### config.mk
export PLATFORM = sky130hd
export DESIGN_NAME = fp16_truncating_adder_top
export DESIGN_NICKNAME = d
export VERILOG_FILES = /design/src/hw/rtl/fp16ta_pkg.sv /design/src/hw/rtl/fp16ta_align.sv /design/src/hw/rtl/fp16ta_addsub.sv /design/src/hw/rtl/fp16ta_norm.sv /design/src/hw/rtl/fp16_truncating_adder_top.sv
export SDC_FILE = /design/constraint.sdc
export NUM_CORES = 1
export LEC_CHECK = 0
export ABC_AREA = 1
export ABC_CLOCK_PERIOD_IN_PS = 3750
export BUFFER_PORTS_ARGS = -buffer_cell sky130_fd_sc_hd__buf_2
export CAP_MARGIN = 30
export CELL_PAD_IN_SITES_DETAIL_PLACEMENT = 0
export CELL_PAD_IN_SITES_GLOBAL_PLACEMENT = 1
export CORE_UTILIZATION = 42
export CTS_CLUSTER_DIAMETER = 120
export DETAILED_ROUTE_END_ITERATION = 6
export MAX_ROUTING_LAYER = met4
export PLACE_DENSITY = 0.83
export SYNTH_ARGS = -nofsm -noshare
export SYNTH_HDL_FRONTEND = slang
export SYNTH_SLANG_ARGS = --single-unit
### constraint.sdc
create_clock -name clk -period 3.75 [get_ports clk]
set_input_delay 0.75 -clock clk [delete_from_list [all_inputs] [get_ports clk]]
set_output_delay 0.75 -clock clk [all_outputs]
set_load 0.02 [all_outputs]
### src/hw/rtl/fp16ta_pkg.sv
package fp16ta_pkg;

    localparam logic [4:0]  EXP_MAX    = 5'h1F;
    localparam logic [15:0] CANON_NAN  = 16'h7FFF;
    localparam logic [14:0] INF_MAG    = 15'h7C00;
    localparam logic [15:0] NEG_ZERO   = 16'h8000;
    localparam logic [11:0] HIDDEN     = 12'd1024;
    localparam logic [11:0] CARRY      = 12'd2048;
    localparam logic [4:0]  SHIFT_LIM  = 5'd13;

    // Operand classification and ordering, passed from stage one to stage two.
    typedef struct packed {
        logic        special;     // NaN or infinity result, bypasses datapath
        logic [15:0] spec_bits;
        logic        spec_ovf;
        logic        spec_nan;
        logic        s_big;
        logic        s_sml;
        logic [4:0]  e_big;
        logic [10:0] m_big;
        logic [10:0] m_sml;
        logic [4:0]  diff;
    } align_t;

    // After the add or subtract, passed to the normalizer.
    typedef struct packed {
        logic        special;
        logic [15:0] spec_bits;
        logic        spec_ovf;
        logic        spec_nan;
        logic        s_big;
        logic        both_neg;
        logic [4:0]  e_big;
        logic [11:0] mant;
        logic        lost;
    } sum_t;

    // Leading zero count of an 11-bit value, saturated at 11.
    function automatic logic [3:0] lzc11(input logic [10:0] v);
        logic [3:0] n;
        logic       found;
        n = 4'd11;
        found = 1'b0;
        for (int i = 10; i >= 0; i--) begin
            if (!found && v[i]) begin
                n = 4'(10 - i);
                found = 1'b1;
            end
        end
        return n;
    endfunction

endpackage

### src/hw/rtl/fp16ta_align.sv
module fp16ta_align (
    input  logic                clk,
    input  logic                rst_n,
    input  logic                in_valid,
    input  logic [15:0]         operand_a,
    input  logic [15:0]         operand_b,
    output logic                out_valid,
    output fp16ta_pkg::align_t  out_data
);

    logic               valid_reg;
    fp16ta_pkg::align_t data_reg;
    fp16ta_pkg::align_t data_next;

    logic        sa, sb, a_inf, b_inf, a_nan, b_nan, swap;
    logic [4:0]  ea, eb, xa, xb;
    logic [9:0]  fa, fb;
    logic [10:0] ma, mb;

    always_comb
    begin
        sa = operand_a[15];
        sb = operand_b[15];
        ea = operand_a[14:10];
        eb = operand_b[14:10];
        fa = operand_a[9:0];
        fb = operand_b[9:0];
        a_inf = (ea == fp16ta_pkg::EXP_MAX) && (fa == '0);
        b_inf = (eb == fp16ta_pkg::EXP_MAX) && (fb == '0);
        a_nan = (ea == fp16ta_pkg::EXP_MAX) && (fa != '0);
        b_nan = (eb == fp16ta_pkg::EXP_MAX) && (fb != '0);
        xa = (ea == '0) ? 5'd1 : ea;
        xb = (eb == '0) ? 5'd1 : eb;
        ma = {(ea != '0), fa};
        mb = {(eb != '0), fb};
        swap = (xa < xb) || ((xa == xb) && (ma < mb));

        data_next.special   = a_nan || b_nan || a_inf || b_inf;
        data_next.spec_nan  = a_nan || b_nan || (a_inf && b_inf && (sa != sb));
        data_next.spec_ovf  = !data_next.spec_nan;
        data_next.spec_bits = data_next.spec_nan ? fp16ta_pkg::CANON_NAN
                            : (a_inf ? operand_a : operand_b);
        data_next.s_big = swap ? sb : sa;
        data_next.s_sml = swap ? sa : sb;
        data_next.e_big = swap ? xb : xa;
        data_next.m_big = swap ? mb : ma;
        data_next.m_sml = swap ? ma : mb;
        data_next.diff  = swap ? (xb - xa) : (xa - xb);
    end

    always_ff @(posedge clk or negedge rst_n)
    begin
        if (!rst_n)
        begin
            valid_reg <= 1'b0;
        end
        else
        begin
            valid_reg <= in_valid;
        end
    end

    always_ff @(posedge clk)
    begin
        if (in_valid)
        begin
            data_reg <= data_next;
        end
    end

    assign out_valid = valid_reg;
    assign out_data  = data_reg;

endmodule

### src/hw/rtl/fp16ta_addsub.sv
module fp16ta_addsub (
    input  logic                clk,
    input  logic                rst_n,
    input  logic                in_valid,
    input  fp16ta_pkg::align_t  in_data,
    output logic                out_valid,
    output fp16ta_pkg::sum_t    out_data
);

    logic             valid_reg;
    fp16ta_pkg::sum_t data_reg;
    fp16ta_pkg::sum_t data_next;

    logic        far;
    logic [10:0] shifted;
    logic [10:0] drop_mask;

    always_comb
    begin
        far = (in_data.diff >= fp16ta_pkg::SHIFT_LIM);
        shifted = far ? 11'd0 : (in_data.m_sml >> in_data.diff);
        // At a gap of 11 or more every bit drops, so the mask is all ones.
        drop_mask = (in_data.diff >= 5'd11) ? '1 : ~(11'h7FF << in_data.diff);

        data_next.special   = in_data.special;
        data_next.spec_bits = in_data.spec_bits;
        data_next.spec_ovf  = in_data.spec_ovf;
        data_next.spec_nan  = in_data.spec_nan;
        data_next.s_big     = in_data.s_big;
        data_next.both_neg  = in_data.s_big && in_data.s_sml;
        data_next.e_big     = in_data.e_big;
        data_next.lost      = (in_data.m_sml & drop_mask) != '0;
        data_next.mant = (in_data.s_big == in_data.s_sml)
                       ? ({1'b0, in_data.m_big} + {1'b0, shifted})
                       : ({1'b0, in_data.m_big} - {1'b0, shifted});
    end

    always_ff @(posedge clk or negedge rst_n)
    begin
        if (!rst_n)
        begin
            valid_reg <= 1'b0;
        end
        else
        begin
            valid_reg <= in_valid;
        end
    end

    always_ff @(posedge clk)
    begin
        if (in_valid)
        begin
            data_reg <= data_next;
        end
    end

    assign out_valid = valid_reg;
    assign out_data  = data_reg;

endmodule

### src/hw/rtl/fp16ta_norm.sv
module fp16ta_norm (
    input  logic              clk,
    input  logic              rst_n,
    input  logic              in_valid,
    input  fp16ta_pkg::sum_t  in_data,
    output logic              out_valid,
    output logic [15:0]       sum_bits,
    output logic              overflow_flag,
    output logic              zero_flag,
    output logic              nan_flag,
    output logic              inexact_flag
);

    logic        valid_reg;
    logic [15:0] bits_reg, bits_next;
    logic        ovf_reg, ovf_next, zero_reg, zero_next;
    logic        nan_reg, nan_next, lost_reg, lost_next;

    logic [3:0]  lz;
    logic [3:0]  sh;
    logic [5:0]  e;
    logic [11:0] m;
    logic [14:0] mag;

    always_comb
    begin
        lz = fp16ta_pkg::lzc11(in_data.mant[10:0]);
        e = {1'b0, in_data.e_big};
        m = in_data.mant;
        lost_next = in_data.lost;
        sh = '0;
        if (in_data.mant >= fp16ta_pkg::CARRY)
        begin
            lost_next = in_data.lost | in_data.mant[0];
            m = in_data.mant >> 1;
            e = e + 6'd1;
        end
        else
        begin
            // Shift left until normal, but never below exponent one.
            sh = ({1'b0, lz} < {1'b0, in_data.e_big - 5'd1}) ? lz
                                                              : 4'(in_data.e_big - 5'd1);
            m = in_data.mant << sh;
            e = e - {2'b0, sh};
            if ((m < fp16ta_pkg::HIDDEN) && (e == 6'd1))
            begin
                e = '0;
            end
        end
        mag = {e[4:0], m[9:0]};

        ovf_next  = 1'b0;
        zero_next = 1'b0;
        nan_next  = 1'b0;
        if (in_data.special)
        begin
            bits_next = in_data.spec_bits;
            ovf_next  = in_data.spec_ovf;
            nan_next  = in_data.spec_nan;
            lost_next = 1'b0;
        end
        else if (in_data.mant == '0)
        begin
            bits_next = in_data.both_neg ? fp16ta_pkg::NEG_ZERO : 16'h0000;
            zero_next = 1'b1;
        end
        else if (e >= {1'b0, fp16ta_pkg::EXP_MAX})
        begin
            bits_next = {in_data.s_big, fp16ta_pkg::INF_MAG};
            ovf_next  = 1'b1;
        end
        else
        begin
            bits_next = {in_data.s_big, mag};
            zero_next = (mag == '0);
        end
    end

    always_ff @(posedge clk or negedge rst_n)
    begin
        if (!rst_n)
        begin
            valid_reg <= 1'b0;
        end
        else
        begin
            valid_reg <= in_valid;
        end
    end

    always_ff @(posedge clk)
    begin
        if (in_valid)
        begin
            bits_reg <= bits_next;
            ovf_reg  <= ovf_next;
            zero_reg <= zero_next;
            nan_reg  <= nan_next;
            lost_reg <= lost_next;
        end
    end

    assign out_valid     = valid_reg;
    assign sum_bits      = bits_reg;
    assign overflow_flag = ovf_reg;
    assign zero_flag     = zero_reg;
    assign nan_flag      = nan_reg;
    assign inexact_flag  = lost_reg;

    a_nan_canon: assert property (@(posedge clk) disable iff (!rst_n)
        valid_reg && nan_reg |-> bits_reg == fp16ta_pkg::CANON_NAN && !ovf_reg)
        else $error("NaN result not canonical");
    a_flags_excl: assert property (@(posedge clk) disable iff (!rst_n)
        valid_reg |-> $onehot0({ovf_reg, zero_reg, nan_reg}))
        else $error("conflicting result flags");
    a_ovf_inf: assert property (@(posedge clk) disable iff (!rst_n)
        valid_reg && ovf_reg |-> bits_reg[14:0] == fp16ta_pkg::INF_MAG)
        else $error("overflow without infinity");

endmodule

### src/hw/rtl/fp16_truncating_adder_top.sv
// FP16 adder with truncation, no guard bits; rounds to zero if signs match.
// Drive operand_a and operand_b and pulse start; an operand pair is taken at
// every rising edge where start is high and busy is low. busy is always low,
// so a new pair can be given every cycle.
// Each transfer produces exactly one result: done is high for one cycle
// together with sum_bits and the four flags. The result passes through the
// three pipeline registers: operand ordering, alignment with add/subtract,
// and normalization.
// Throughput is one result per cycle.
// The receiver cannot stall; it must capture the result while done is high.
// Reset clears the stage valid bits, so no result appears until a new
// transfer; items in flight at reset are dropped.
// NaN or inf-inf gives 0x7FFF and nan_flag; other infs set overflow_flag.
module fp16_truncating_adder_top (
    input  logic        clk,
    input  logic        rst_n,
    input  logic        start,
    output logic        busy,
    input  logic [15:0] operand_a,
    input  logic [15:0] operand_b,
    output logic        done,
    output logic [15:0] sum_bits,
    output logic        overflow_flag,
    output logic        zero_flag,
    output logic        nan_flag,
    output logic        inexact_flag
);

    logic               v1, v2;
    fp16ta_pkg::align_t d1;
    fp16ta_pkg::sum_t   d2;

    assign busy = 1'b0;

    fp16ta_align u_align (
        .clk(clk), .rst_n(rst_n), .in_valid(start && !busy),
        .operand_a(operand_a), .operand_b(operand_b),
        .out_valid(v1), .out_data(d1)
    );

    fp16ta_addsub u_addsub (
        .clk(clk), .rst_n(rst_n), .in_valid(v1), .in_data(d1),
        .out_valid(v2), .out_data(d2)
    );

    fp16ta_norm u_norm (
        .clk(clk), .rst_n(rst_n), .in_valid(v2), .in_data(d2),
        .out_valid(done), .sum_bits(sum_bits), .overflow_flag(overflow_flag),
        .zero_flag(zero_flag), .nan_flag(nan_flag), .inexact_flag(inexact_flag)
    );

endmodule
After elaboration in Yosys (flattened, before gate mapping)
Index checks and enable logic that the tools add are counted.
- memory bits (read-only): 0
- memories kept: 0
- register bits: 115
- word-level logic and storage cells: 147
- bits in latches: 0
- output and inout bits: 22
- input bits: 35
- memory bits (writable): 0
- mux-type cells: 47
- div/mod/pow operators: 0
- reduce and logical (&&, ||, !) cells: 46
- add/subtract/negate cells: 7
- bitwise logic cells: 3
- shift operators: 3
- equal/unequal tests: 6
- order comparisons: 8
- multiply operators: 0
- operators by type and width (operator ; number):
    $mux W16 ; 4
    $mux W4 ; 12
    $mux W11 ; 4
    $logic_not A10 Y1 ; 2
    $mux W5 ; 4
    $reduce_bool A10 Y1 ; 2
    $logic_and A1 B1 Y1 ; 19
    $mux W1 ; 18
    $logic_not A15 Y1 ; 1
    $mux W15 ; 1
    $add A11 B11 Y12 ; 1
    $ge A12 B12 Y1 const B ; 1
    $logic_not A12 Y1 ; 1
    $lt A12 B11 Y1 const B ; 1
    $mux W12 ; 1
    $mux W6 ; 2
    $shl A12 B4 Y12 ; 1
    $sub A11 B11 Y12 ; 1
    $and A11 B11 Y11 ; 1
    $logic_not A1 Y1 ; 11
    $lt A11 B11 Y1 ; 1
    $not A11 Y11 ; 1
    $reduce_bool A11 Y1 ; 1
    $shl A11 B5 Y11 const A ; 1
    other kinds (19) ; 28

Logic depth before layout (Yosys ltp)
Gate-level depths: netlist of the first run.
- depth in word-level cells: 42
- depth in mapped cells: 28
- depth with buffers taken out: 28

Modules after synthesis
A second synthesis of the first run with hierarchy kept.
- cell total of the unflattened synthesis: 969
- area total of the unflattened synthesis: 8235.4 µm²
- modules (own cells, without submodules) (module ; seq. area each (µm²) ; cells each ; instances ; area each (µm²)):
    fp16ta_align ; 1616.6 ; 314 ; 1 ; 3128.0
    fp16ta_addsub ; 1196.1 ; 297 ; 1 ; 2700.1
    fp16ta_norm ; 625.6 ; 356 ; 1 ; 2396.0
    fp16_truncating_adder_top ; 0.0 ; 2 ; 1 ; 11.3

Worst setup path before layout of the first run
OpenSTA, ideal clock, no wires.
- kind: reg-to-reg
- from: register u_addsub.data_reg (netlist bit u_addsub.out_data[13])
- to: register u_norm.zero_reg (netlist: u_norm.zero_flag) (data pin)
- setup time: 0.140 ns
- setup slack: -0.094 ns
- arrival: 3.704 ns
- data required time: 3.610 ns
- cell stages (with the launch flop): 24
- path buffers: 0
- period minus slack after synthesis: 3.844 ns
- path through: edfxtp_1 -> inv_1 -> nand3_1 -> xor2_1 -> ha_1 -> a21oi_1 -> a21o_2 -> nand2_8 -> nand2_4 -> nand2_4 -> ha_1 -> fa_1 -> o21ai_0 -> xor2_1 -> o21ai_0 -> nor2_1 -> nand3_1 -> nor2_1 -> nand3_1 -> nor2_1 -> nand4_1 -> nor2_1 -> nor2_1 -> nor2_1
- cells in the longest elaborated chain, start to end: 11
- elaborated cells on any way between the ends: 16
- classes of those cells: 3 x add/sub; 3 x order compare; 1 x eq/ne; 1 x shift; 6 x mux; 2 x reduce/logical
- ends and longest elaborated chain (element ; RTL line ; text):
    start: declaration ; fp16ta_addsub.sv:11 ; fp16ta_pkg::sum_t data_reg;
    start signal: assignment ; fp16ta_addsub.sv:54 ; data_reg <= data_next;
    $sub A5 B1 Y5 ; fp16ta_norm.sv:41 ; sh = ({1'b0, lz} < {1'b0, in_data.e_big - 5'd1}) ? lz
    $lt A4 B5 Y1 ; fp16ta_norm.sv:41 ;
    $mux W4 ; fp16ta_norm.sv:41 ;
    $shl A12 B4 Y12 or $sub A5 B4 Y6 (tied branches) ; fp16ta_norm.sv:43, fp16ta_norm.sv:44 ;
    $lt A12 B11 Y1 or $eq A6 B1 Y1 (tied branches) ; fp16ta_norm.sv:45 ; if ((m < fp16ta_pkg::HIDDEN) && (e == 6'd1))
    $logic_and A1 B1 Y1 ; fp16ta_norm.sv:45 ;
    $mux W6 ; fp16ta_norm.sv:45 ;
    $mux W6 ; fp16ta_norm.sv:32 ; if (in_data.mant >= fp16ta_pkg::CARRY)
    $ge A6 B5 Y1 or $logic_not A15 Y1 (tied branches) ; fp16ta_norm.sv:67, fp16ta_norm.sv:75 ;
    $mux W1 (*) ; fp16ta_norm.sv:67 ; else if (e >= {1'b0, fp16ta_pkg::EXP_MAX})
    $mux W1 (*) ; fp16ta_norm.sv:62 ; else if (in_data.mant == '0)
    end signal: assignment ; fp16ta_norm.sv:97 ; zero_reg <= zero_next;
    end: declaration ; fp16ta_norm.sv:16 ; logic ovf_reg, ovf_next, zero_reg, zero_next;
Mark *: on every way between the ends. The rest lies on a longest branch, timed or not.
A chain may end at the register's enable or synchronous reset.

==> metrics.md, run 1 <==
| Metric | Value |
|---|---|
| Slew Limit Headroom | `36.9%` |
| Crit path required time | `3890 ps` |
| Netlist cell types | `55` |
| CTS H-tree depth | `4` |
| CTS root buffer | `clkbuf_16` |
| Max Fclk | `0.262 GHz` |
| Via/cell ratio | `5.08` |
| CP max FO | `7` |
| First-pass GRT wire length | `slightly below 30000 um` |
| Internal power | `about 4.3 mW` |
| Clk sinks | `about 120` |
| Wire per inst | `15.5 um` |
| Number of remaining DRC errors | `0` |
| Mapped Cells | `839` |
| FF-to-FF End | `u_addsub.out_data[12]$_DFFE_PP_` |
| Sequential Power Share | `26.2%` |
| Die width | `135 um` |
| Routed vias | `6287` |
| Psw | `2.84 mW` |
| Num ports | `57` |
| Hold buffers post-CTS | `0` |
| DRT Wirelength | `between 15000 and 20000 um` |
| Drt first pass iters | `5` |
| Worst setup EP type | `register` |
| Clock share of power | `between 20 and 25%` |
| FF-to-FF setup slack | `-70 ps` |
| Area of the multi-input gates | `3780 sq um` |
| LEAKAGE | `4.46 nW` |
| Final WS setup | `-73.0 ps` |
| All-Layer GR Usage | `roughly 22%` |
| Initial antenna violation count | `0` |
| Clk slew on worst S/H paths | `60 ps` |
| Antenna cell count | `0` |
| Global route overflow | `0` |
| WHS | `129 ps` |
| Die Ht | `approximately 130 um` |
| Syn avg cell area | `8.79 sq um` |
| Initial Util | `42.8%` |
| Setup TNS | `-170 ps` |
| Reg2Reg Depth | `23` |
| Port bufs | `55` |
| Max-slew violation count | `0` |
| Nets@finish | `1080` |
| Die area | `18100 sq um` |
| CTS tree | `done` |
| RD Place Congestion | `0.907` |
| CP Launch Type | `register` |
| Switching Fraction | `39.7%` |
| Slew @ Worst Pin | `946 ps` |
| Setup violators final | `5` |
| Worst hold path class | `in -> async` |
| Hold Fails Final Rpt | `0` |
| Post-synthesis cell area | `approximately 7400 sq um` |
| FP Rows | `48` |
| Failing checks | `setup timing` |
| Placed Area | `8510 sq um` |
| Critical Path Start | `u_align.out_data[0]$_DFFE_PP_` |
| Fin util | `approximately 56%` |
| Design area | `9670 sq um` |
| Synth Net Count | `919` |
| Fillers | `approximately 1500` |
| Max-cap violations | `0` |
| Outcome | `finished with violations` |
| Vias in the first global route | `6000` |
| HPWL Detailed | `14400 um` |
| Power Density | `739 nW/um^2` |
| Comb power frac | `51.2%` |
| Min Clock Period, post-route | `3820 ps` |
| Seq/Total Area, Yosys | `46.6%` |
| Clk buf depth | `2` |
| Final Skew | `8.49 ps` |
| Layout cells sized above 1 | `30.0%` |
| Yosys reg bits | `115` |
| Crit path capture | `u_addsub.out_data[12]$_DFFE_PP_` |
| Tcrit/Tclk final | `102%` |
| Routed Antenna Nets | `0` |
| Ys flop type | `edfxtp_1` |
| Unrepaired setup endpoints after global routing | `true` |
| Async SR Flop Fraction | `under 10%` |
| Largest net degree at the start of global routing | `30` |
| Worst Path Arrival | `3970 ps` |
| Worst-skew pair later-pin latency | `410 ps` |
| Register area | `3440 sq um` |
| YS warnings | `0` |
| CTS buffer count | `17` |
| DR iter-0 viols | `332` |
| EDFF count, synth | `112` |
| Maximum vdd drop | `approximately 0.42 mV` |
| Core region area | `17200 sq um` |
| RR Startpoint | `u_align.out_data[0]$_DFFE_PP_` |
| Worst Path Class, Setup | `reg -> reg` |
| Layout overhead on the synthesized area | `31.0%` |
==> worst min path at each step <==
stage / start / endpoint / depth (start not counted)
global route: rst_n / u_align.out_valid$_DFF_PN0_ / 1
finish: rst_n / u_addsub.out_valid$_DFF_PN0_ / 1
floorplan: u_align.out_data[27]$_DFFE_PP_ / u_addsub.out_data[13]$_DFFE_PP_ / 0
detailed placement: u_align.out_data[30]$_DFFE_PP_ / u_addsub.out_data[16]$_DFFE_PP_ / 0
global placement: u_align.out_data[31]$_DFFE_PP_ / u_addsub.out_data[17]$_DFFE_PP_ / 0
CTS: rst_n / u_addsub.out_valid$_DFF_PN0_ / 1
==> kinds of logic (layout without fill, tap and decap cells) <==
kind of cell | after synthesis | in the layout | share of synthesized area, %
compound gates | 136 | 136 | 10.4
buf+inv | 132 | 306 | 7.19
other cells | 1 | 1 | 0.0508
fa+ha+maj | 45 | 45 | 8.04
mux | 3 | 3 | 0.407
simple gates | 378 | 378 | 23.9
flops | 115 | 115 | 46.6
xor+xnor | 29 | 29 | 3.44
==> final cells by class <==
type	count	area share, %
Multi-Input combinational cell	592	39.1
Sequential cell	115	35.6
Timing Repair Buffer	171	12.1
Clock buffer	18	4.44
Inverter	102	4.03
Tap cell	225	2.91
Clock inverter	14	1.76
Timing Repair inverter	1	0.0777
==> flip-flops by register name (all words and copies together), names as in the netlist <==
| name | flops |
|---|---|
| u_addsub.out_data | 39 |
| u_align.out_valid | 1 |
| u_align.out_data | 53 |
| u_norm.inexact_flag | 1 |
| u_norm.overflow_flag | 1 |
| u_addsub.out_valid | 1 |
| u_norm.sum_bits | 16 |
| u_norm.zero_flag | 1 |
| u_norm.nan_flag | 1 |
| u_norm.out_valid | 1 |
==> what timing repair did <==
action	4_1_cts	5_1_grt
setup endpoints to repair	18	21
gates cloned	0	2
gates resized for setup	25	82
pin swaps	8	49
buffers inserted	9	13
==> critical path, cell delays in order, from the launching register on <==
cell and delay (ps):
edfxtp_1 450, buf_6 180, nor2_4 50, a22oi_2 180, o21ai_1 90, nand2_1 80, inv_2 70, nor3_4 240
ha_4 160, nand3b_1 120, nor3_2 250, nor2_1 90, xor2_1 140, ha_1 350, nand2_1 130, o21ai_1 90
a21oi_2 130, inv_1 70, a21oi_2 130, nor2_1 60, nor2_1 130, o21ai_1 90, a21oi_1 170, xor2_1 90
==> through the flow <==
step | setup WS (ps) | total power, mW | std cells
floorplan | 18.8 | 3.89 | 839
global placement | -155 | 4.99 | 1183
detailed placement | -279 | 5.01 | 1183
CTS | -42.7 | 6.78 | 1224
global route | -387 | 7.62 | 1238
finish | -73.0 | 7.14 | 1238
==> synth_stat cells, types with 19 or more instances <==
| cell | number | area, sq um |
|---|---|---|
| a21oi_1 | 35 | 175 |
| clkbuf_1 | 20 | 75.1 |
| edfxtp_1 | 112 | 3360 |
| ha_1 | 41 | 513 |
| inv_1 | 99 | 372 |
| nand2_1 | 183 | 687 |
| nand3_1 | 53 | 265 |
| nand4_1 | 19 | 119 |
| nor2_1 | 73 | 274 |
| o21ai_0 | 69 | 345 |
| xor2_1 | 21 | 184 |
==> placed cells by master, fill, tap and decap left out, types with 24 or more instances in the layout <==
master,count
buf_2,55
nand3_1,50
inv_1,93
buf_4,111
nand2_1,174
o21ai_0,52
a21oi_1,24
ha_1,37
edfxtp_1,112
nor2_1,64
==> metal layers <==
layer	routed length, um	global-route usage (%)
met3	763	3.79
met1	8660	28.2
met2	9550	35.8
met4	244	6.74
met5	0	-
==> power by group through the flow <==
stage          combinational, mW  sequential [mW]  clock [mW]
3_3_place_gp                3.11             1.87           0
3_5_place_dp                3.12             1.89           0
2_1_floorplan               1.96             1.93           0
6_report                    3.66             1.87        1.61
4_1_cts                     3.28             1.86        1.63
5_1_grt                     4.04             1.89        1.69
Power figures use the tool's default switching activity.
==> run 2, diff against run 1 <==
Settings changed: PLACE_DENSITY 0.83 to 0.79, SYNTH_HIERARCHICAL set to 1.
==> run 2 against run 1 <==
  * The flow still finishes with violations (setup timing)
  * Cell count up 11%
  * Hold slack worse by 3.0 ps
  * Critical path type unchanged
  * Register-to-register slack worse by 99 ps
  * Die area up 11%
  * Final area up 4.3%
  * Worst setup slack worse by 99 ps
  * Count of clock-buffer cells in the layout down 1
  * Combinational power about the same
  * Total power up 1.7%
==> metrics.md, run 2 <==
| Metric | Value |
|---|---|
| Port bufs | `55 (unchanged)` |
| Worst setup EP type | `register` |
| Wire per inst | `15.4 um (-0.60%)` |
| Maximum vdd drop | `0.390 mV (-6.8%)` |
| Synth Net Count | `1047 (+14%)` |
| Mapped Cells | `969 (+15%)` |
| Ys flop type | `edfxtp_1` |
| Seq/Total Area, Yosys | `41.8% (-4.9 points)` |
| Die area | `20200 sq um (+11%)` |
| First-pass GRT wire length | `33400 um (+12%)` |
| YS warnings | `6 (+6)` |
| Nets@finish | `1175 (+8.8%)` |
| Most frequent cells in the layout | `nand2_1, edfxtp_1, nand3_1` |
| List of most frequent post-synthesis cells | `nand2_1, edfxtp_1, inv_1` |
| Largest register FFs | `53 (unchanged)` |
| Commonest non-fill, non-tap cell in the layout | `nand2_1` |
| CTS tree | `done` |
| Vias in the first global route | `6530 (+8.8%)` |
| LEAKAGE | `4.77 nW (+7.0%)` |
| Unrepaired setup endpoints after global routing | `true` |
| Pre-CTS WS | `-227 ps (+51.6 ps)` |
| Min Clock Period, post-route | `3920 ps (+99.3 ps)` |
| Layout overhead on the synthesized area | `22.4%` |
| Antenna cell count | `0 (unchanged)` |
| Async SR Flop Fraction | `2.61% (unchanged)` |
| Netlist cell types | `55 (unchanged)` |
| Synth top area cells | `edfxtp_1, nand2_1, ha_1` |
| Tcrit/Tclk final | `105% (+2.6 points)` |
| Placed Area | `9160 sq um (+7.7%)` |
| EDFF count, synth | `112 (unchanged)` |
| Max-slew violation count | `0 (unchanged)` |
| Crit path required time | `4020 ps (+130 ps)` |
| Die Ht | `142 um (+5.6%)` |
| Hold buffers post-CTS | `0 (unchanged)` |
| HPWL Detailed | `16100 um (+12%)` |
| CP Launch Type | `register` |
| Core region area | `19000 sq um (+10%)` |
| Global route overflow | `0 (unchanged)` |
| Routed Antenna Nets | `0 (unchanged)` |
| Top-count cell post-synth | `nand2_1` |
| Clk slew on worst S/H paths | `60 ps (about the same)` |
| All-Layer GR Usage | `22.2% (+0.16 points)` |
| Fillers | `1786 (+21%)` |
| Initial Util | `43.4% (+0.65 points)` |
| Initial antenna violation count | `0 (unchanged)` |
| Power Density | `720 nW/um^2 (-2.5%)` |
| Design area | `10100 sq um (+4.3%)` |
| FP Rows | `50 (+4.2%)` |
| Yosys reg bits | `115 (unchanged)` |
| Outcome | `finished with violations` |
| Failing checks | `setup timing` |
| Max layer used | `met4` |
| Top cell type's share of synthesized area | `40.8% (-4.8 points)` |
| Worst-skew pair later-pin latency | `410 ps (about the same)` |
| Metal-1 WL | `9850 um (+14%)` |
| Drt first pass iters | `5 (unchanged)` |
| Die width | `142 um (+5.6%)` |
| Max Fclk | `0.255 GHz (-2.5%)` |
| DR iter-0 viols | `513 (+55%)` |
| Met2 wire len | `9860 um (+3.3%)` |
| Power Total | `7.26 mW (+1.7%)` |
| Number of remaining DRC errors | `0 (unchanged)` |
| CP max FO | `5 (-2)` |
| DRT Wirelength | `21100 um (+10%)` |
| Max-cap violations | `0 (unchanged)` |
| Register area | `3440 sq um (unchanged)` |
| CTS H-tree depth | `4 (unchanged)` |
| Hold Fails Final Rpt | `0 (unchanged)` |
| Worst hold path class | `in -> async` |
| Slew Limit Headroom | `44.9% (+8.0 points)` |
| RD Place Congestion | `0.910 (+0.33%)` |
| Final Skew | `8.76 ps (+0.270 ps)` |
| Area leader, netlist | `edfxtp_1` |
| Num ports | `57 (unchanged)` |
| Clk buf depth | `2 (unchanged)` |
| Area of the multi-input gates | `4320 sq um (+14%)` |
| Worst Path Class, Setup | `reg -> reg` |
| Setup violators final | `15 (+10)` |
| Final WS setup | `-172 ps (-99.3 ps)` |
| Post-synthesis cell area | `8240 sq um (+12%)` |
| Via/cell ratio | `5.08 (about the same)` |
| WL met3 | `1110 um (+45%)` |
| CTS root buffer | `clkbuf_16` |
| Largest net degree at the start of global routing | `41 (+37%)` |
| Layout cells sized above 1 | `29.5% (-0.55 points)` |
| Syn avg cell area | `8.50 sq um (-3.3%)` |
| Worst Path Arrival | `4190 ps (+220 ps)` |
| Clk sinks | `115 (unchanged)` |
| Routed vias | `6953 (+11%)` |
| CTS buffer count | `17 (unchanged)` |
| Slew @ Worst Pin | `826 ps (-119 ps)` |
[run 2: cell count changes after synthesis, moves of 6 or more]
cell      before  now
clkbuf_1      20   13
nand3_1       53  102
nor2_2         1    9
nor2_1        73   60
inv_2          1    9
nand2_2        5   42
a21oi_1       35   25
nand3_2        6   20
nand2_1      183  249
o21ai_2        0   22
o21ai_0       69   28
nor3_1         8    2
[run 2: cell families (layout without fill, tap and decap cells)]
kind of cell,Yosys count,in the layout,synth area share [%]
buf+inv,145,285,7.99
flops,115,115,41.8
compound gates,108,108,8.58
other cells,1,1,0.0455
fa+ha+maj,43,43,6.72
simple gates,527,528,31.4
xor+xnor,30,30,3.56
[run 2: metal layers]
layer | vias up | track usage [%]
met2 | 205 | 34.8
met1 | 3220 | 29.7
li1 | 3507 | -
met3 | 21 | 3.77
met4 | 0 | 6.06
met5 | - | -
[run 2: worst max-delay path, cell delays in order (launching register included)]
cell	delay, ps
edfxtp_1	410
buf_4	160
inv_1	70
nand3_1	100
a41oi_2	230
ha_1	300
a21oi_2	160
o21a_4	210
nand2_8	70
buf_4	160
nand2_2	60
o21ai_2	70
ha_1	280
nand2_1	50
o21ai_2	190
a211o_1	170
o21ai_2	80
nor2_2	140
nand2_1	60
nor2_1	110
nand2_1	70
nor2_1	80
nand3_1	70
nor2_1	120
nand3_1	80
nor2_1	130
nor2_1	50
nor2_1	100
[run 2: layout make-up]
cell class | count | share of cell area (%)
clock inverters | 15 | 2.01
repair buffers | 135 | 9.05
flip-flops and latches | 115 | 34.1
repair inverters | 1 | 0.0745
well taps | 260 | 3.23
clock buffers | 17 | 4.22
inverters | 117 | 4.42
multi-input cells | 710 | 42.9
[run 2: metrics by stage]
stage	instances	setup TNS (ps)	hold WS (ps)	util [%]
after floorplan	969	0	400	-
after global placement	1321	-1650	402	48.2
after detailed placement	1322	-2280	405	48.3
after CTS	1362	-262	116	52.7
after global routing	1370	-4810	118	53.2
final	1370	-912	126	53.2
[run 2: path summary, 6_finish.rpt]
check	startpoint	endpoint	slack (ps)	depth (start not counted)
worst max-delay path	u_addsub/out_data[8]$_DFFE_PP_	u_norm/zero_flag$_SDFFCE_PP0P_	-170	27
worst min-delay path	rst_n	u_addsub/out_valid$_DFF_PN0_	130	1
worst max register to register	u_addsub/out_data[8]$_DFFE_PP_	u_norm/zero_flag$_SDFFCE_PP0P_	-170	27
worst min register to register	u_align/out_data[31]$_DFFE_PP_	u_addsub/out_data[17]$_DFFE_PP_	410	0
max in group asynchronous	rst_n	u_norm/out_valid$_DFF_PN0_	3520	1
min in group clk	u_align/out_data[31]$_DFFE_PP_	u_addsub/out_data[17]$_DFFE_PP_	410	0
[run 2: where the power goes]
group | internal, mW | switching, mW
logic | 1.45 | 2.23
clock network | 1.12 | 0.603
registers | 1.73 | 0.128
[run 2: timing repair]
item / CTS / global route
pin swaps: 16 / 5
cloned: 1 / 1
setup endpoints to repair: 16 / 21
gates resized for setup: 31 / 15
buffers inserted: 7 / 7
==> run 3, diff against run 2 <==
Settings changed: ABC_CLOCK_PERIOD_IN_PS 3750 to 3650, CORE_UTILIZATION 42 to 47, PLACE_DENSITY 0.79 to 0.83.
Clock period 3.75 ns to 3.65 ns, I/O delays scaled along.
==> run 3 against run 2 <==
  * The run still ends with setup timing left
  * Critical endpoint is now u_norm/overflow_flag$_DFFE_PP_
  * Cell count decreased by 1.1%
  * Via count rose by 2.0%
  * Sequential share of layout area decreased by 0.77 points
  * Count of clock-buffer cells in the layout grew 4
  * Largest power group unchanged
==> metrics.md, run 3 (synthesized netlist as in run 2, its figures left out) <==
| Metric | Value |
|---|---|
| CTS root buffer | `clkbuf_16` |
| Initial antenna violation count | `0 (unchanged)` |
| Met2 usage | `39.3% (+4.5 points)` |
| WHS | `113 ps (-12.8 ps)` |
| Routed Antenna Nets | `0 (unchanged)` |
| CTS tree | `done` |
| GR met3 Demand/Resource | `3.97% (+0.20 points)` |
| Outcome | `finished with violations` |
| Max-slew violation count | `0 (unchanged)` |
| Port bufs | `55 (unchanged)` |
| Clk buf depth | `2 (unchanged)` |
| FP Rows | `48 (-4.0%)` |
| CP max FO | `5 (unchanged)` |
| Clk sinks | `115 (unchanged)` |
| Maximum vdd drop | `0.365 mV (-6.3%)` |
| Unrepaired setup endpoints after global routing | `true` |
| Min Clock Period, post-route | `3880 ps (-43.9 ps)` |
| Worst Path Class, Setup | `reg -> reg` |
| Final Non-Filler Cells | `1355 (-1.1%)` |
| GR peak layer | `met2` |
| Wire per inst | `15.5 um (+0.25%)` |
| Routed vias | `7092 (+2.0%)` |
| Hold Fails Final Rpt | `0 (unchanged)` |
| Tcrit/Tclk final | `106% (+1.7 points)` |
| Num ports | `57 (unchanged)` |
| Worst hold path class | `in -> async` |
| Clk slew on worst S/H paths | `50 ps (about the same)` |
| Fin util | `60.0% (+6.9 points)` |
| Slew @ Worst Pin | `825 ps (-1.36 ps)` |
| Setup TNS | `-2360 ps (-1450 ps)` |
| Failing checks | `setup timing` |
| All-Layer GR Usage | `24.4% (+2.2 points)` |
| CTS buffer count | `17 (unchanged)` |
| DRT Wirelength | `21000 um (-0.85%)` |
| Global route overflow | `0 (unchanged)` |
| Nets@finish | `1195 (+1.7%)` |
| Design area | `10300 sq um (+2.3%)` |
| Max-cap violations | `0 (unchanged)` |
| Number of placed instances, taps included | `1291 (-2.3%)` |
| Number of remaining DRC errors | `0 (unchanged)` |
| CP Launch Type | `register` |
| RD Place Congestion | `0.901 (-0.95%)` |
| Drt first pass iters | `5 (unchanged)` |
| LEAKAGE | `4.90 nW (+2.6%)` |
| Crit path required time | `3800 ps (-220 ps)` |
| Final WS setup | `-228 ps (-56.1 ps)` |
| Largest net degree at the start of global routing | `42 (+2.4%)` |
| Layout cells sized above 1 | `31.5% (+2.0 points)` |
| Routing usage on met1 | `32.0% (+2.3 points)` |
| Max Fclk | `0.258 GHz (+1.1%)` |
| Core region area | `17200 sq um (-9.4%)` |
| Setup violators final | `14 (-1)` |
| Final Skew | `12.3 ps (+3.55 ps)` |
| Fillers | `1501 (-16%)` |
| HPWL Detailed | `15800 um (-2.0%)` |
| Pre-CTS WS | `-193 ps (+34.8 ps)` |
| Power Density | `749 nW/um^2 (+4.0%)` |
| Antenna cell count | `0 (unchanged)` |
| First-pass GRT wire length | `33200 um (-0.49%)` |
| CTS H-tree depth | `4 (unchanged)` |
| Die area | `18100 sq um (-10%)` |
| Worst setup EP type | `register` |
| Commonest non-fill, non-tap cell in the layout | `nand2_1` |
| Most frequent cells in the layout | `nand2_1, edfxtp_1, nand3_1` |
| Initial Util | `47.9% (+4.5 points)` |
| Die width | `134 um (-5.4%)` |
| Slew Limit Headroom | `45.0% (+0.091 points)` |
| Placed Area | `9220 sq um (+0.66%)` |
| Power Total | `7.72 mW (+6.4%)` |
| Largest register FFs | `53 (unchanged)` |
| DR iter-0 viols | `511 (-0.39%)` |
| Register area | `3440 sq um (unchanged)` |
| Via/cell ratio | `5.23 (+3.1%)` |
| Vias in the first global route | `6616 (+1.3%)` |
| Die Ht | `134 um (-5.4%)` |
| Hold buffers post-CTS | `0 (unchanged)` |
| Worst Path Arrival | `4030 ps (-160 ps)` |
| Layout overhead on the synthesized area | `25.2%` |
| Worst-skew pair later-pin latency | `410 ps (about the same)` |
| Area of the multi-input gates | `4430 sq um (+2.4%)` |
==> run 3: changes by cell type in the layout (fill, tap and decap cells not counted), sizes merged <==
cell / previous run / this run
clkbuf: 17 / 21
inv: 117 / 113
buf: 135 / 155
==> run 3: layout make-up <==
| type | count | share of cell area (%) |
|---|---|---|
| Timing Repair Buffer | 155 | 10.6 |
| Tap cell | 225 | 2.73 |
| Timing Repair inverter | 1 | 0.0728 |
| Clock inverter | 11 | 1.57 |
| Inverter | 117 | 4.37 |
| Clock buffer | 21 | 4.37 |
| Multi-Input combinational cell | 710 | 42.9 |
| Sequential cell | 115 | 33.3 |
==> run 3: report_power, final <==
part | switching, mW | total [mW] | internal (mW)
sequential | 0.155 | 1.93 | 1.78
clock | 0.572 | 1.73 | 1.15
combinational | 2.37 | 4.07 | 1.69
total | 3.10 | 7.72 | 4.62
==> run 3: worst paths after layout <==
kind	start	to	slack [ps]	depth (start not counted)
max	u_addsub/out_data[10]$_DFFE_PP_	u_norm/overflow_flag$_DFFE_PP_	-230	26
min	rst_n	u_align/out_valid$_DFF_PN0_	110	1
max reg2reg	u_addsub/out_data[10]$_DFFE_PP_	u_norm/overflow_flag$_DFFE_PP_	-230	26
min reg2reg	u_align/out_data[51]$_SDFFCE_PN0P_	u_addsub/out_data[37]$_DFFE_PP_	410	0
max in group asynchronous	rst_n	u_norm/out_valid$_DFF_PN0_	3420	1
min in group clk	u_align/out_data[51]$_SDFFCE_PN0P_	u_addsub/out_data[37]$_DFFE_PP_	410	0
==> run 3: per-layer routing <==
layer | up-vias | part of all wire (%)
met4 | 0 | 1.8
met2 | 202 | 48
met5 | - | 0
met3 | 27 | 4.4
li1 | 3544 | -
met1 | 3319 | 46
==> run 3: what timing repair did <==
| action | 4_1_cts | 5_1_grt |
|---|---|---|
| gates cloned | 1 | 1 |
| gates resized for setup | 24 | 32 |
| buffers inserted | 16 | 15 |
| pin swaps | 14 | 34 |
| endpoints found under the setup margin | 16 | 19 |
| hold endpoints to repair | 0 | 0 |
==> run 3: critical path, cell delays in order, from the launching register on <==
cell and delay (ps):
edfxtp_1 420, nor2_4 190, nand3_4 120, nor2_4 150, inv_2 50, o21ai_2 140
nor2_2 70, ha_4 290, nand2_4 50, nor2_4 130, nand2_4 110, nand3_4 120
nand2_4 60, ha_4 160, fa_2 340, buf_4 140, buf_6 110, xor2_2 140
nand3b_1 110, nor3b_2 180, nand2_1 80, nand2_2 80, nand2_4 80, nand3_4 110
nand2_4 70, nand2_4 60, nand2_2 60
